===== config.mk =====
export PLATFORM = sky130hd
export DESIGN_NAME = turtle_token_lexer_flat
export DESIGN_NICKNAME = d
export VERILOG_FILES = /design/src/design/tokl_pkg.sv /design/src/design/tokl_in_if.sv /design/src/design/tokl_out_if.sv /design/src/design/tokl_core.sv /design/src/design/tokl_outq.sv /design/src/design/turtle_token_lexer.sv /design/src/flat_wrapper.sv
export SDC_FILE = /design/constraint.sdc
export NUM_CORES = 1
export LEC_CHECK = 0
export BUFFER_PORTS_ARGS = -buffer_cell sky130_fd_sc_hd__buf_4
export CAP_MARGIN = 20
export CELL_PAD_IN_SITES_DETAIL_PLACEMENT = 1
export CELL_PAD_IN_SITES_GLOBAL_PLACEMENT = 2
export CORE_ASPECT_RATIO = 0.6
export CORE_MARGIN = 5
export CORE_UTILIZATION = 40
export DETAILED_ROUTE_END_ITERATION = 10
export GPL_TIMING_DRIVEN = 0
export PLACE_DENSITY_LB_ADDON = 0.12
export SKIP_CTS_REPAIR_TIMING = 1
export SLEW_MARGIN = 10
export SYNTH_ARGS = -nofsm -noshare
export SYNTH_HDL_FRONTEND = slang
export SYNTH_SLANG_ARGS = --single-unit
export TNS_END_PERCENT = 30

===== constraint.sdc =====
create_clock -name clk -period 5.4 [get_ports clk]
set_clock_uncertainty 0.05 [all_clocks]
set_input_delay 0.54 -clock clk [delete_from_list [all_inputs] [get_ports clk]]
set_output_delay 0.54 -clock clk [all_outputs]
set_load 0.03 [all_outputs]

===== src/design/tokl_pkg.sv =====
// ----------------------------------------------------------------------------
// tokl_pkg
// Token kinds, character codes, result word type and helpers for the lexer.
// ----------------------------------------------------------------------------
`default_nettype none

package tokl_pkg;

    // Depth of the result queue (power of two, at least 2)
    localparam int TOKL_QUEUE_DEPTH = 4;

    // Token kinds
    localparam logic [3:0] KIND_STRING    = 4'd0;
    localparam logic [3:0] KIND_URI       = 4'd1;
    localparam logic [3:0] KIND_DIRECTIVE = 4'd2;
    localparam logic [3:0] KIND_INTEGER   = 4'd3;
    localparam logic [3:0] KIND_NAME      = 4'd4;
    localparam logic [3:0] KIND_COMMA     = 4'd5;
    localparam logic [3:0] KIND_DOT       = 4'd6;
    localparam logic [3:0] KIND_SEMI      = 4'd7;
    localparam logic [3:0] KIND_CARETS    = 4'd8;
    localparam logic [3:0] KIND_FINISHED  = 4'd9;

    // Character codes
    localparam logic [7:0] CH_TAB    = 8'h09;
    localparam logic [7:0] CH_LF     = 8'h0A;
    localparam logic [7:0] CH_CR     = 8'h0D;
    localparam logic [7:0] CH_SPACE  = 8'h20;
    localparam logic [7:0] CH_QUOTE  = 8'h22;
    localparam logic [7:0] CH_HASH   = 8'h23;
    localparam logic [7:0] CH_PLUS   = 8'h2B;
    localparam logic [7:0] CH_COMMA  = 8'h2C;
    localparam logic [7:0] CH_MINUS  = 8'h2D;
    localparam logic [7:0] CH_DOT    = 8'h2E;
    localparam logic [7:0] CH_COLON  = 8'h3A;
    localparam logic [7:0] CH_SEMI   = 8'h3B;
    localparam logic [7:0] CH_LT     = 8'h3C;
    localparam logic [7:0] CH_GT     = 8'h3E;
    localparam logic [7:0] CH_AT     = 8'h40;
    localparam logic [7:0] CH_BSLASH = 8'h5C;
    localparam logic [7:0] CH_CARET  = 8'h5E;
    localparam logic [7:0] CH_UNDER  = 8'h5F;
    localparam logic [7:0] CH_LOW_N  = 8'h6E;
    localparam logic [7:0] CH_LOW_R  = 8'h72;
    localparam logic [7:0] CH_LOW_T  = 8'h74;

    typedef struct packed {
        logic [3:0] kind;
        logic [7:0] data;
        logic       data_valid;
        logic       last;
        logic       error;
    } tokl_result_t;

    function automatic tokl_result_t tokl_data(input logic [3:0] kind,
                                               input logic [7:0] data);
        tokl_result_t r;
        r.kind       = kind;
        r.data       = data;
        r.data_valid = 1'b1;
        r.last       = 1'b0;
        r.error      = 1'b0;
        return r;
    endfunction

    function automatic tokl_result_t tokl_close(input logic [3:0] kind);
        tokl_result_t r;
        r.kind       = kind;
        r.data       = 8'h00;
        r.data_valid = 1'b0;
        r.last       = 1'b1;
        r.error      = 1'b0;
        return r;
    endfunction

    function automatic tokl_result_t tokl_fail();
        tokl_result_t r;
        r.kind       = KIND_FINISHED;
        r.data       = 8'h00;
        r.data_valid = 1'b0;
        r.last       = 1'b1;
        r.error      = 1'b1;
        return r;
    endfunction

    function automatic logic tokl_is_digit(input logic [7:0] c);
        return (c >= 8'h30) && (c <= 8'h39);
    endfunction

    function automatic logic tokl_is_lower(input logic [7:0] c);
        return (c >= 8'h61) && (c <= 8'h7A);
    endfunction

    function automatic logic tokl_is_name(input logic [7:0] c);
        return tokl_is_lower(c) || ((c >= 8'h41) && (c <= 8'h5A)) ||
               (c == CH_UNDER) || (c == CH_COLON) || c[7];
    endfunction

endpackage

`default_nettype wire


===== src/design/tokl_in_if.sv =====
// ----------------------------------------------------------------------------
// tokl_in_if
// Byte channel into the lexer: one text byte or end mark per word.
// ----------------------------------------------------------------------------
`default_nettype none

interface tokl_in_if;
    logic       valid;
    logic       ready;
    logic [7:0] in_byte;
    logic       end_of_input;

    modport source (output valid, output in_byte, output end_of_input, input ready);
    modport sink   (input valid, input in_byte, input end_of_input, output ready);
    modport mon    (input valid, input in_byte, input end_of_input, input ready);
endinterface

`default_nettype wire


===== src/design/tokl_out_if.sv =====
// ----------------------------------------------------------------------------
// tokl_out_if
// Token channel out of the lexer: one result word per handshake.
// ----------------------------------------------------------------------------
`default_nettype none

interface tokl_out_if;
    logic       valid;
    logic       ready;
    logic [3:0] token_kind;
    logic [7:0] data_byte;
    logic       data_valid;
    logic       token_last;
    logic       lex_error;

    modport source (output valid, output token_kind, output data_byte,
                    output data_valid, output token_last, output lex_error,
                    input ready);
    modport sink   (input valid, input token_kind, input data_byte,
                    input data_valid, input token_last, input lex_error,
                    output ready);
    modport mon    (input valid, input token_kind, input data_byte,
                    input data_valid, input token_last, input lex_error,
                    input ready);
endinterface

`default_nettype wire


===== src/design/tokl_core.sv =====
// ----------------------------------------------------------------------------
// tokl_core
// Lexer state machine: one byte per step, up to two result words per step.
// ----------------------------------------------------------------------------
`default_nettype none

module tokl_core
    import tokl_pkg::*;
(
    input  wire logic         clk,
    input  wire logic         rst_n,
    input  wire logic         step,
    input  wire logic [7:0]   in_byte,
    input  wire logic         end_of_input,
    output tokl_result_t      res0,
    output tokl_result_t      res1,
    output logic [1:0]        res_valid
);

    typedef enum logic [3:0] {
        LS_IDLE,
        LS_COMMENT,
        LS_STRING,
        LS_STRING_ESC,
        LS_URI,
        LS_URI_ESC,
        LS_CARET,
        LS_DIRECTIVE,
        LS_SIGN,
        LS_INTEGER,
        LS_NAME
    } lex_state_t;

    lex_state_t   state_reg, state_next;
    logic [7:0]   sign_reg, sign_next;
    logic         stop_reg, stop_next;

    // Start-of-token decode of the current byte
    lex_state_t   start_state;
    logic         start_sign;
    logic         start_emit;
    logic         start_fail;
    tokl_result_t start_res;

    // Escape decode
    logic [7:0]   closer;
    logic [3:0]   q_kind;
    logic         esc_ok;
    logic [7:0]   esc_val;

    // Two ordered slots: a prefix (a closing word or the held sign) and a main word
    logic         a_v, b_v, use_start, fail;
    tokl_result_t a_r, b_r;

    always_comb
    begin
        start_state = LS_IDLE;
        start_sign  = 1'b0;
        start_emit  = 1'b0;
        start_fail  = 1'b0;
        start_res   = tokl_close(KIND_FINISHED);
        case (in_byte)
            CH_TAB, CH_LF, CH_CR, CH_SPACE: ;
            CH_QUOTE: start_state = LS_STRING;
            CH_HASH:  start_state = LS_COMMENT;
            CH_COMMA:
            begin
                start_emit = 1'b1;
                start_res  = tokl_close(KIND_COMMA);
            end
            CH_DOT:
            begin
                start_emit = 1'b1;
                start_res  = tokl_close(KIND_DOT);
            end
            CH_SEMI:
            begin
                start_emit = 1'b1;
                start_res  = tokl_close(KIND_SEMI);
            end
            CH_LT:    start_state = LS_URI;
            CH_CARET: start_state = LS_CARET;
            CH_AT:    start_state = LS_DIRECTIVE;
            CH_PLUS, CH_MINUS:
            begin
                start_sign  = 1'b1;
                start_state = LS_SIGN;
            end
            default:
            begin
                if (tokl_is_digit(in_byte))
                begin
                    start_state = LS_INTEGER;
                    start_emit  = 1'b1;
                    start_res   = tokl_data(KIND_INTEGER, in_byte);
                end
                else if (tokl_is_name(in_byte))
                begin
                    start_state = LS_NAME;
                    start_emit  = 1'b1;
                    start_res   = tokl_data(KIND_NAME, in_byte);
                end
                else
                begin
                    start_fail = 1'b1;
                end
            end
        endcase
    end

    always_comb
    begin
        closer  = (state_reg == LS_URI_ESC) ? CH_GT : CH_QUOTE;
        q_kind  = (state_reg == LS_URI_ESC) ? KIND_URI : KIND_STRING;
        esc_ok  = 1'b1;
        esc_val = closer;
        if (in_byte == CH_BSLASH)
            esc_val = CH_BSLASH;
        else if (in_byte == CH_LOW_T)
            esc_val = CH_TAB;
        else if (in_byte == CH_LOW_N)
            esc_val = CH_LF;
        else if (in_byte == CH_LOW_R)
            esc_val = CH_CR;
        else if (in_byte != closer)
            esc_ok = 1'b0;
    end

    always_comb
    begin
        state_next = state_reg;
        sign_next  = sign_reg;
        stop_next  = stop_reg;
        a_v        = 1'b0;
        b_v        = 1'b0;
        a_r        = tokl_close(KIND_FINISHED);
        b_r        = tokl_close(KIND_FINISHED);
        use_start  = 1'b0;
        fail       = 1'b0;

        if (stop_reg)
        begin
            fail = 1'b1;
        end
        else if (end_of_input)
        begin
            state_next = LS_IDLE;
            b_v        = 1'b1;
            case (state_reg)
                LS_IDLE, LS_COMMENT: ;
                LS_DIRECTIVE:
                begin
                    a_v = 1'b1;
                    a_r = tokl_close(KIND_DIRECTIVE);
                end
                LS_INTEGER:
                begin
                    a_v = 1'b1;
                    a_r = tokl_close(KIND_INTEGER);
                end
                LS_NAME:
                begin
                    a_v = 1'b1;
                    a_r = tokl_close(KIND_NAME);
                end
                default: fail = 1'b1;
            endcase
        end
        else
        begin
            case (state_reg)
                LS_IDLE: use_start = 1'b1;
                LS_COMMENT:
                begin
                    if (in_byte == CH_LF || in_byte == CH_CR)
                        state_next = LS_IDLE;
                end
                LS_STRING, LS_URI:
                begin
                    b_v = 1'b1;
                    if (in_byte == CH_BSLASH)
                    begin
                        b_v        = 1'b0;
                        state_next = (state_reg == LS_URI) ? LS_URI_ESC : LS_STRING_ESC;
                    end
                    else if ((state_reg == LS_URI && in_byte == CH_GT) ||
                             (state_reg == LS_STRING && in_byte == CH_QUOTE))
                    begin
                        state_next = LS_IDLE;
                        b_r = tokl_close((state_reg == LS_URI) ? KIND_URI : KIND_STRING);
                    end
                    else
                    begin
                        b_r = tokl_data((state_reg == LS_URI) ? KIND_URI : KIND_STRING,
                                        in_byte);
                    end
                end
                LS_STRING_ESC, LS_URI_ESC:
                begin
                    if (esc_ok)
                    begin
                        b_v        = 1'b1;
                        b_r        = tokl_data(q_kind, esc_val);
                        state_next = (state_reg == LS_URI_ESC) ? LS_URI : LS_STRING;
                    end
                    else
                    begin
                        fail = 1'b1;
                    end
                end
                LS_CARET:
                begin
                    if (in_byte == CH_CARET)
                    begin
                        state_next = LS_IDLE;
                        b_v        = 1'b1;
                        b_r        = tokl_close(KIND_CARETS);
                    end
                    else
                    begin
                        fail = 1'b1;
                    end
                end
                LS_DIRECTIVE:
                begin
                    if (in_byte == CH_MINUS || tokl_is_lower(in_byte) ||
                        tokl_is_digit(in_byte))
                    begin
                        b_v = 1'b1;
                        b_r = tokl_data(KIND_DIRECTIVE, in_byte);
                    end
                    else
                    begin
                        a_v       = 1'b1;
                        a_r       = tokl_close(KIND_DIRECTIVE);
                        use_start = 1'b1;
                    end
                end
                LS_SIGN:
                begin
                    if (tokl_is_digit(in_byte))
                    begin
                        a_v        = 1'b1;
                        a_r        = tokl_data(KIND_INTEGER, sign_reg);
                        b_v        = 1'b1;
                        b_r        = tokl_data(KIND_INTEGER, in_byte);
                        sign_next  = 8'h00;
                        state_next = LS_INTEGER;
                    end
                    else if (tokl_is_name(in_byte))
                    begin
                        // drop the sign, the name starts at this byte
                        sign_next = 8'h00;
                        use_start = 1'b1;
                    end
                    else
                    begin
                        fail = 1'b1;
                    end
                end
                LS_INTEGER:
                begin
                    if (tokl_is_digit(in_byte))
                    begin
                        b_v = 1'b1;
                        b_r = tokl_data(KIND_INTEGER, in_byte);
                    end
                    else
                    begin
                        a_v       = 1'b1;
                        a_r       = tokl_close(KIND_INTEGER);
                        use_start = 1'b1;
                    end
                end
                LS_NAME:
                begin
                    if (tokl_is_name(in_byte))
                    begin
                        b_v = 1'b1;
                        b_r = tokl_data(KIND_NAME, in_byte);
                    end
                    else
                    begin
                        a_v       = 1'b1;
                        a_r       = tokl_close(KIND_NAME);
                        use_start = 1'b1;
                    end
                end
                default: fail = 1'b1;
            endcase
        end

        if (use_start)
        begin
            state_next = start_state;
            if (start_sign)
                sign_next = in_byte;
            b_v  = start_emit;
            b_r  = start_res;
            fail = start_fail;
        end

        // Error: stop for good, emit the error word after any prefix
        if (fail)
        begin
            stop_next  = 1'b1;
            state_next = LS_IDLE;
            sign_next  = 8'h00;
            b_v        = 1'b1;
            b_r        = tokl_fail();
        end
    end

    // Compact the two slots so word 0 always comes first
    always_comb
    begin
        if (a_v)
        begin
            res0      = a_r;
            res1      = b_r;
            res_valid = {b_v, 1'b1};
        end
        else
        begin
            res0      = b_r;
            res1      = a_r;
            res_valid = {1'b0, b_v};
        end
    end

    always_ff @(posedge clk or negedge rst_n)
    begin
        if (!rst_n)
        begin
            state_reg <= LS_IDLE;
            sign_reg  <= 8'h00;
            stop_reg  <= 1'b0;
        end
        else if (step)
        begin
            state_reg <= state_next;
            sign_reg  <= sign_next;
            stop_reg  <= stop_next;
        end
    end

endmodule

`default_nettype wire


===== src/design/tokl_outq.sv =====
// ----------------------------------------------------------------------------
// tokl_outq
// Small result queue: takes up to two words per cycle, gives one per cycle.
// ----------------------------------------------------------------------------
`default_nettype none

module tokl_outq
    import tokl_pkg::*;
#(
    parameter int DEPTH = TOKL_QUEUE_DEPTH
)
(
    input  wire logic         clk,
    input  wire logic         rst_n,
    input  wire logic [1:0]   push,
    input  wire tokl_result_t res0,
    input  wire tokl_result_t res1,
    input  wire logic         pop,
    output tokl_result_t      head,
    output logic              not_empty,
    output logic              room
);

    localparam int PTR_W = $clog2(DEPTH);
    localparam int CNT_W = $clog2(DEPTH + 1);

    tokl_result_t           entry_reg [DEPTH];
    logic [PTR_W-1:0]       wr_ptr_reg, wr_ptr_next;
    logic [PTR_W-1:0]       rd_ptr_reg, rd_ptr_next;
    logic [CNT_W-1:0]       count_reg, count_next;
    logic [PTR_W-1:0]       wr_ptr_inc;

    assign wr_ptr_inc = wr_ptr_reg + PTR_W'(1);
    assign head       = entry_reg[rd_ptr_reg];
    assign not_empty  = (count_reg != '0);
    // room for a full two-word step
    assign room       = (count_reg <= CNT_W'(DEPTH - 2));

    always_comb
    begin
        wr_ptr_next = wr_ptr_reg + PTR_W'(push[0]) + PTR_W'(push[1]);
        rd_ptr_next = rd_ptr_reg + PTR_W'(pop);
        count_next  = count_reg + CNT_W'(push[0]) + CNT_W'(push[1]) - CNT_W'(pop);
    end

    always_ff @(posedge clk)
    begin
        if (push[0])
            entry_reg[wr_ptr_reg] <= res0;
        if (push[1])
            entry_reg[wr_ptr_inc] <= res1;
    end

    always_ff @(posedge clk or negedge rst_n)
    begin
        if (!rst_n)
        begin
            wr_ptr_reg <= '0;
            rd_ptr_reg <= '0;
            count_reg  <= '0;
        end
        else
        begin
            wr_ptr_reg <= wr_ptr_next;
            rd_ptr_reg <= rd_ptr_next;
            count_reg  <= count_next;
        end
    end

endmodule

`default_nettype wire


===== src/design/turtle_token_lexer.sv =====
// ----------------------------------------------------------------------------
// turtle_token_lexer
// Streaming Turtle tokenizer: text bytes in, tagged token words out.
// ----------------------------------------------------------------------------
// The lexer takes one text byte (or an end-of-input mark) per word on the
// text channel and sends result words on the tokens channel: content bytes
// tagged with the token kind, then a closing word with token_last set.
// It accepts one byte per clock cycle while the result queue has room. Each
// byte is held in an input register, runs through the lexer state machine
// while held there and lands as zero, one or two words in a result queue
// (TOKL_QUEUE_DEPTH words by default); the tokens channel drains the queue
// at one word per cycle while ready is high. The first word of a byte is
// offered once the byte has passed the input register and the queue.
// A byte that yields two words (a token closed by the byte that starts
// the next, a signed integer's first digit, or end of input inside a
// token) writes both into the queue together; the text channel stalls
// only when the queue has fewer than two free slots. After a lexing error
// the block answers every further word with one error word until reset.
// ----------------------------------------------------------------------------
`default_nettype none

module turtle_token_lexer
    import tokl_pkg::*;
#(
    parameter int QUEUE_DEPTH = TOKL_QUEUE_DEPTH
)
(
    input  wire logic     clk,
    input  wire logic     rst_n,
    tokl_in_if.sink       text,
    tokl_out_if.source    tokens
);

    // Input register
    logic         in_valid_reg, in_valid_next;
    logic [7:0]   in_byte_reg;
    logic         in_eoi_reg;

    logic         accept;
    logic         step;
    logic         room;

    tokl_result_t res0, res1, head;
    logic [1:0]   res_valid;
    logic         q_not_empty;

    // Advance the held byte once the queue can take a whole step
    assign step       = in_valid_reg && room;
    assign text.ready = !in_valid_reg || step;
    assign accept     = text.valid && text.ready;

    always_comb
    begin
        if (accept)
            in_valid_next = 1'b1;
        else if (step)
            in_valid_next = 1'b0;
        else
            in_valid_next = in_valid_reg;
    end

    always_ff @(posedge clk or negedge rst_n)
    begin
        if (!rst_n)
            in_valid_reg <= 1'b0;
        else
            in_valid_reg <= in_valid_next;
    end

    // Hold payload until the next accepted word
    always_ff @(posedge clk)
    begin
        if (accept)
        begin
            in_byte_reg <= text.in_byte;
            in_eoi_reg  <= text.end_of_input;
        end
    end

    tokl_core u_core (
        .clk          (clk),
        .rst_n        (rst_n),
        .step         (step),
        .in_byte      (in_byte_reg),
        .end_of_input (in_eoi_reg),
        .res0         (res0),
        .res1         (res1),
        .res_valid    (res_valid)
    );

    tokl_outq #(
        .DEPTH (QUEUE_DEPTH)
    ) u_outq (
        .clk       (clk),
        .rst_n     (rst_n),
        .push      (res_valid & {2{step}}),
        .res0      (res0),
        .res1      (res1),
        .pop       (tokens.valid && tokens.ready),
        .head      (head),
        .not_empty (q_not_empty),
        .room      (room)
    );

    // Drive the result word from the queue head
    assign tokens.valid      = q_not_empty;
    assign tokens.token_kind = head.kind;
    assign tokens.data_byte  = head.data;
    assign tokens.data_valid = head.data_valid;
    assign tokens.token_last = head.last;
    assign tokens.lex_error  = head.error;

endmodule

`default_nettype wire


===== src/flat_wrapper.sv =====
// flat-port wrapper written by rule: the top's interface ports become plain ports
module turtle_token_lexer_flat import tokl_pkg::*;
#(
    parameter int QUEUE_DEPTH = TOKL_QUEUE_DEPTH
)
  (clk, rst_n, text_valid, text_in_byte, text_end_of_input, text_ready, tokens_valid, tokens_token_kind, tokens_data_byte, tokens_data_valid, tokens_token_last, tokens_lex_error, tokens_ready);
  tokl_in_if text_i ();
  tokl_out_if tokens_i ();
  input  wire logic clk;
  input  wire logic rst_n;
  input wire logic [$bits(text_i.valid)-1:0] text_valid;
  input wire logic [$bits(text_i.in_byte)-1:0] text_in_byte;
  input wire logic [$bits(text_i.end_of_input)-1:0] text_end_of_input;
  output wire logic [$bits(text_i.ready)-1:0] text_ready;
  output wire logic [$bits(tokens_i.valid)-1:0] tokens_valid;
  output wire logic [$bits(tokens_i.token_kind)-1:0] tokens_token_kind;
  output wire logic [$bits(tokens_i.data_byte)-1:0] tokens_data_byte;
  output wire logic [$bits(tokens_i.data_valid)-1:0] tokens_data_valid;
  output wire logic [$bits(tokens_i.token_last)-1:0] tokens_token_last;
  output wire logic [$bits(tokens_i.lex_error)-1:0] tokens_lex_error;
  input wire logic [$bits(tokens_i.ready)-1:0] tokens_ready;
  assign text_i.valid = text_valid;
  assign text_i.in_byte = text_in_byte;
  assign text_i.end_of_input = text_end_of_input;
  assign text_ready = text_i.ready;
  assign tokens_valid = tokens_i.valid;
  assign tokens_token_kind = tokens_i.token_kind;
  assign tokens_data_byte = tokens_i.data_byte;
  assign tokens_data_valid = tokens_i.data_valid;
  assign tokens_token_last = tokens_i.token_last;
  assign tokens_lex_error = tokens_i.lex_error;
  assign tokens_i.ready = tokens_ready;
  turtle_token_lexer #(.QUEUE_DEPTH(QUEUE_DEPTH)) u_core (.clk(clk), .rst_n(rst_n), .text(text_i), .tokens(tokens_i));
endmodule

==> results of run 1 <==
path summary, 6_finish.rpt:
| kind | from | to | slack [ns] | depth (start not counted) |
|---|---|---|---|---|
| hold reg to reg | u_core.u_core.sign_reg[4]$_DFFE_PN0P_ | u_core.u_core.sign_reg[4]$_DFFE_PN0P_ | 0.44 | 1 |
| hold / removal | rst_n | u_core.u_core.state_reg[0]$_DFFE_PN0P_ | 0.03 | 1 |
| setup reg to reg | u_core.in_byte_reg[7]$_DFFE_PP_ | u_core.u_outq.count_reg[2]$_DFF_PN0_ | 1.29 | 14 |
| max in group asynchronous | rst_n | u_core.u_core.sign_reg[3]$_DFFE_PN0P_ | 5.02 | 1 |
| setup / recovery | u_core.in_byte_reg[7]$_DFFE_PP_ | u_core.u_outq.count_reg[2]$_DFF_PN0_ | 1.29 | 14 |
| min in group clk | text_in_byte[1] | u_core.in_byte_reg[1]$_DFFE_PP_ | 0.32 | 1 |
cells in the final DEF, fill, tap and decap left out, drive strengths merged, types with 4 or more instances in the layout:
cell     instances
o41ai            4
o2bb2ai          5
a21oi           21
or2              7
nand3           10
nor3             9
nor2            37
clkbuf          22
nor3b            7
a31oi            6
and3             7
nand3b           5
o21a             6
o21ai           27
nand2b           8
nor2b            5
mux4            15
dfrtp           21
edfxtp          69
inv             11
mux2i           33
and3b            5
mux2            23
a211oi           6
nand2           34
a21o             5
nand4            6
or3              5
buf             63
and2            12
a22oi            7
synth_stat cells (5+ instances only):
master | count | area (um^2)
a211oi_1 | 6 | 45.0
a21o_1 | 5 | 37.5
a21oi_1 | 19 | 95.1
a22oi_1 | 7 | 52.6
and2_1 | 12 | 75.1
and3_1 | 7 | 43.8
and3b_1 | 5 | 43.8
buf_2 | 16 | 80.1
buf_6 | 6 | 67.6
clkbuf_1 | 12 | 45.0
dfrtp_1 | 21 | 526
edfxtp_1 | 69 | 2070
inv_1 | 9 | 33.8
mux2_2 | 16 | 180
mux2_4 | 7 | 105
mux2i_1 | 33 | 330
mux4_2 | 15 | 338
nand2_1 | 31 | 116
nand2b_1 | 8 | 50.1
nand3_1 | 9 | 45.0
nand3b_1 | 5 | 37.5
nand4_1 | 6 | 37.5
nor2_1 | 36 | 135
nor2b_1 | 5 | 31.3
nor3_1 | 9 | 45.0
nor3b_1 | 6 | 45.0
o21a_1 | 6 | 45.0
o21ai_0 | 20 | 100
o21ai_1 | 6 | 30.0
o2bb2ai_1 | 5 | 43.8
or2_2 | 6 | 37.5
critical path: stages (launching register included):
cell and delay [ns]:
edfxtp_1 0.34, clkbuf_1 0.37, nor2_1 0.13, a41oi_1 0.49, nand3_4 0.22, o41ai_2 0.31, a31oi_2 0.18, a31oi_4 0.30
buf_6 0.19, nand2_1 0.09, ha_1 0.31, inv_1 0.06, fa_1 0.41, fa_1 0.38, xnor2_1 0.13
cells by family (layout without fill, tap and decap cells):
family,after synthesis,after routing,synth area share (%)
compound gates,121,121,15.9
xor+xnor,6,6,0.893
mux,71,71,16.2
simple gates,171,171,16.9
flops,90,90,44.1
buf+inv,49,101,4.36
fa+ha+maj,6,6,1.66
metal layers:
metal  global-route usage (%)  vias up  wire (um)
met5                        0        -          0
met4                     4.03        0        161
met3                     4.25       16        992
met2                     29.9      108       7380
met1                     32.0     2322       9250
li1                         -     2078          -
power by group through the flow:
stage	logic (mW)	clock network [mW]	registers, mW
4_1_cts	1.10	0.719	0.946
6_report	1.09	0.705	0.944
5_1_grt	1.18	0.746	0.956
2_1_floorplan	0.719	0	0.944
3_5_place_dp	1.10	0	0.961
3_3_place_gp	1.03	0	0.959
layout make-up:
class / count / area, um^2 / share of cell area [%]
Sequential cell: 90 / 2600 / 38.3
Inverter: 10 / 37.5 / 0.553
Clock inverter: 6 / 97.6 / 1.44
Tap cell: 198 / 248 / 3.65
Buffer: 39 / 219 / 3.23
Timing Repair Buffer: 36 / 289 / 4.26
Multi-Input combinational cell: 375 / 3070 / 45.2
Clock buffer: 10 / 229 / 3.37
through the flow:
stage	hold WS, ns	instance area [um^2]	setup WS (ns)
4_1_cts	0.0331	6790	1.31
6_report	0.0298	6790	1.29
3_3_place_gp	0.402	6350	-0.309
2_1_floorplan	0.194	5890	1.34
3_5_place_dp	0.408	6460	1.36
5_1_grt	0.0436	6790	1.03
==> impl_metrics.toml, run 1 <==
[outcome]
outcome = "completed"

[final_layout]
final_cells = 764
layout-drive-gt1-share_pct = 26.5
area_growth_pct = 15.3
final_util_pct = 46.9
fill_cells = 1582
n_antenna_cell = 0
largest_reg_flops = 60
finalNetCount = 580

[power]
peakVddDrop_uv = 257
swShare_pct = 37.8
p_comb_share_pct = 39.8
finalPower_mw = 2.74
p_seq_share_pct = 34.5
p_int_mw = 1.71
p_leak_nw = 2.60
p_switching_mw = 1.03
power.density_nw_per_um2 = 404
pwr-share-clk_pct = 25.7

[min_path]
hold_path.class = "in2async"

[placed_design]
place_hpwl_mm = 13.6
placed_cells = 748
place.gp.congestion = 0.907
io_buffer_count = 29

[clock_network]
cts_tree = "yes"
cts_num_sinks = 90
clockRootBuffer = "clkbuf_16"
cts_htree_levels = 3
ctsLongestPathBuffers = 2
numCtsBuffers = 9
clock_latency_ns = 0.34
clkSlewWorstSetupHoldPaths_ns = 0.07

[sta]
fin_crit_ns = 4.11
grt_setup_unrepaired = "no"
fmax_mhz = 243
worst_pin_slew_ns = 1.03
setup_violations = 0
finalHoldViolCount = 0
slew_violations = 0
finalSetupTns_ns = 0
slew_headroom_pct = 29.6
finalCritPeriodShare_pct = 76.1

[drt]
first_pass_iters = 4
vias = 4524
drc = 0
drt_iter0_drc = 297
drt_wl_total_mm = 17.8
routedWlPerCell_um = 23.3
via_per_inst = 5.92
detail-route-antenna-nets = 0

[logic_synthesis]
syn_area_per_cell_um2 = 11.5
syn_nets = 533
ys_seq_area_share_pct = 44.1
syn_area_um2 = 5890
synth_edf_count = 69
ys_ff_latch = 90
synthFlopType = "edfxtp_1"
async_reset_ff_share_pct = 23.3
syn-instance-count = 514
synth_cell_type_count = 87
ys.warnings.count = 0

[worst_setup_path]
worst_ep_required_time_ns = 5.58
cp_max_fo = 10
startpoint_type = "register"
worstSetupPathType = "reg2reg"
cp.arrival_ns = 4.29
end_kind = "register"

[grt]
grt_max_degree = 22
grt_remaining_overflow = 0
grt_pass1_vias = 4792
grt_pass1_wl_mm = 28.1
antenna_found_initial = 0
grt_use_total_pct = 20.7

[floorplan]
ios = 30
num_rows = 34
start_util_pct = 40.7
die_y_um = 104
die_x_um = 167
die-area_um2 = 17300
core_area_um2 = 14500

[job]
max-cap-violations = 0
Note: power is estimated with default switching activity, not from simulation.
==> run 2, diff against run 1 <==
- clock period: 5.4 -> 4.07 ns (I/O delays scaled with it)
==> impl_metrics.toml, run 2 (synthesized netlist as in run 1, its figures left out) <==
[worst_setup_path]
crit_buf_inv = 3
path_cells = "clkbuf_4, or3_4, or2_1, a21oi_4, nor3b_1, o31a_1, a31oi_4, buf_8, nand2_1, ha_1, inv_1, fa_1, fa_1, xnor2_1"
cp_max_fo = 10
crit_family = "adder cells"
startpoint_type = "register"
cp_slowest_stage_delay_ns = 0.41
cp.arrival_ns = 4.03
worst_ep_required_time_ns = 4.25
crit_slowest_cell = "fa_1"
worstSetupPathType = "reg2reg"
crit_top_cell = "fa_1"
end_kind = "register"

[final_layout]
n_antenna_cell = 0
final_cells = 774
fin_area_um2 = 6960
mostFrequentLayoutCells = "edfxtp_1 (69), buf_4 (44), nor2_1 (34)"
largest_reg_flops = 60
area_growth_pct = 18.3
layout_commonest_cell = "edfxtp_1"
layout-drive-gt1-share_pct = 29.0
finalNetCount = 590
fill_cells = 1571

[placed_design]
place.gp.congestion = 0.907
placed_area_um2 = 6460
placed_cells = 748
place_hpwl_mm = 13.6
io_buffer_count = 29

[floorplan]
die_x_um = 167
ios = 30
core_area_um2 = 14500
start_util_pct = 40.7
die-area_um2 = 17300
num_rows = 34
die_y_um = 104

[sta]
finalHoldViolCount = 0
setup_violations = 0
fin_crit_ns = 3.85
slew_violations = 0
finalCritPeriodShare_pct = 94.5
worst_pin_slew_ns = 1.03
grt_setup_unrepaired = "no"
slew_headroom_pct = 29.5
fmax_mhz = 260

[drt]
detail-route-antenna-nets = 0
drt_iter0_drc = 326
routedWlPerCell_um = 23.5
first_pass_iters = 5
drt_wl_total_mm = 18.2
vias = 4619
via_per_inst = 5.97
drc = 0

[clock_network]
clockRootBuffer = "clkbuf_16"
clkSlewWorstSetupHoldPaths_ns = 0.07
clock_latency_ns = 0.34
cts_num_sinks = 90
numCtsBuffers = 9
cts_tree = "yes"
ctsLongestPathBuffers = 2
cts_htree_levels = 3

[grt]
grt_max_degree = 22
grt_pass1_vias = 4792
grt_remaining_overflow = 0
grt_use_total_pct = 20.7
grt_pass1_wl_mm = 28.1
antenna_found_initial = 0

[power]
p_leak_nw = 2.67
power.density_nw_per_um2 = 531
peakVddDrop_uv = 342

[outcome]
outcome = "completed"

[job]
max-cap-violations = 0

[min_path]
hold_path.class = "in2reg"
## run 2: final timing paths
path	from	depth (start not counted)	end	slack (ns)
setup reg to reg	u_core.in_byte_reg[4]$_DFFE_PP_	14	u_core.u_outq.count_reg[2]$_DFF_PN0_	0.22
min in group asynchronous	rst_n	2	u_core.u_core.state_reg[3]$_DFFE_PN0P_	0.44
hold / removal	text_in_byte[1]	1	u_core.in_byte_reg[1]$_DFFE_PP_	0.18
hold reg to reg	u_core.u_core.sign_reg[4]$_DFFE_PN0P_	1	u_core.u_core.sign_reg[4]$_DFFE_PN0P_	0.44
setup / recovery	u_core.in_byte_reg[4]$_DFFE_PP_	14	u_core.u_outq.count_reg[2]$_DFF_PN0_	0.22
max in group asynchronous	rst_n	2	u_core.u_core.sign_reg[3]$_DFFE_PN0P_	3.28
## run 2: area by class of cell
class / instances / area, um^2 / area share [%]
clock inverter: 6 / 97.6 / 1.40
sequential: 90 / 2600 / 37.3
buffer: 39 / 236 / 3.40
tap: 198 / 248 / 3.56
timing repair buffer: 46 / 367 / 5.27
inverter: 10 / 37.5 / 0.539
clock buffer: 10 / 229 / 3.29
multi-input combinational: 375 / 3150 / 45.2
## run 2: stage by stage
step | power (mW) | utilization, % | TNS (ns) | hold slack [ns] | setup slack (ns)
after floorplan | 2.21 | - | 0 | 0.0614 | 0.00966
after global placement | 2.64 | 43.9 | -59.36 | 0.269 | -1.64
after detailed placement | 2.73 | 44.7 | 0 | 0.275 | 0.0272
after CTS | 3.67 | 46.9 | -0.0167 | -0.0999 | -0.0167
after global routing | 3.88 | 48.1 | 0 | 0.170 | 0.0492
final | 3.69 | 48.1 | 0 | 0.183 | 0.224
## run 2: report_power, final
group          switching, mW  total [mW]  internal, mW
Sequential            0.0662        1.25          1.19
Clock                  0.389       0.937         0.548
Combinational          0.948        1.51         0.557
Total                   1.40        3.69          2.29
## run 2: per-layer routing
layer | vias to the layer above | routed length (um) | global-route usage [%]
met1 | 2387 | 9360 | 32.0
met5 | - | 0 | 0
met2 | 122 | 7780 | 29.9
met3 | 12 | 914 | 4.25
li1 | 2098 | - | -
met4 | 0 | 155 | 4.03
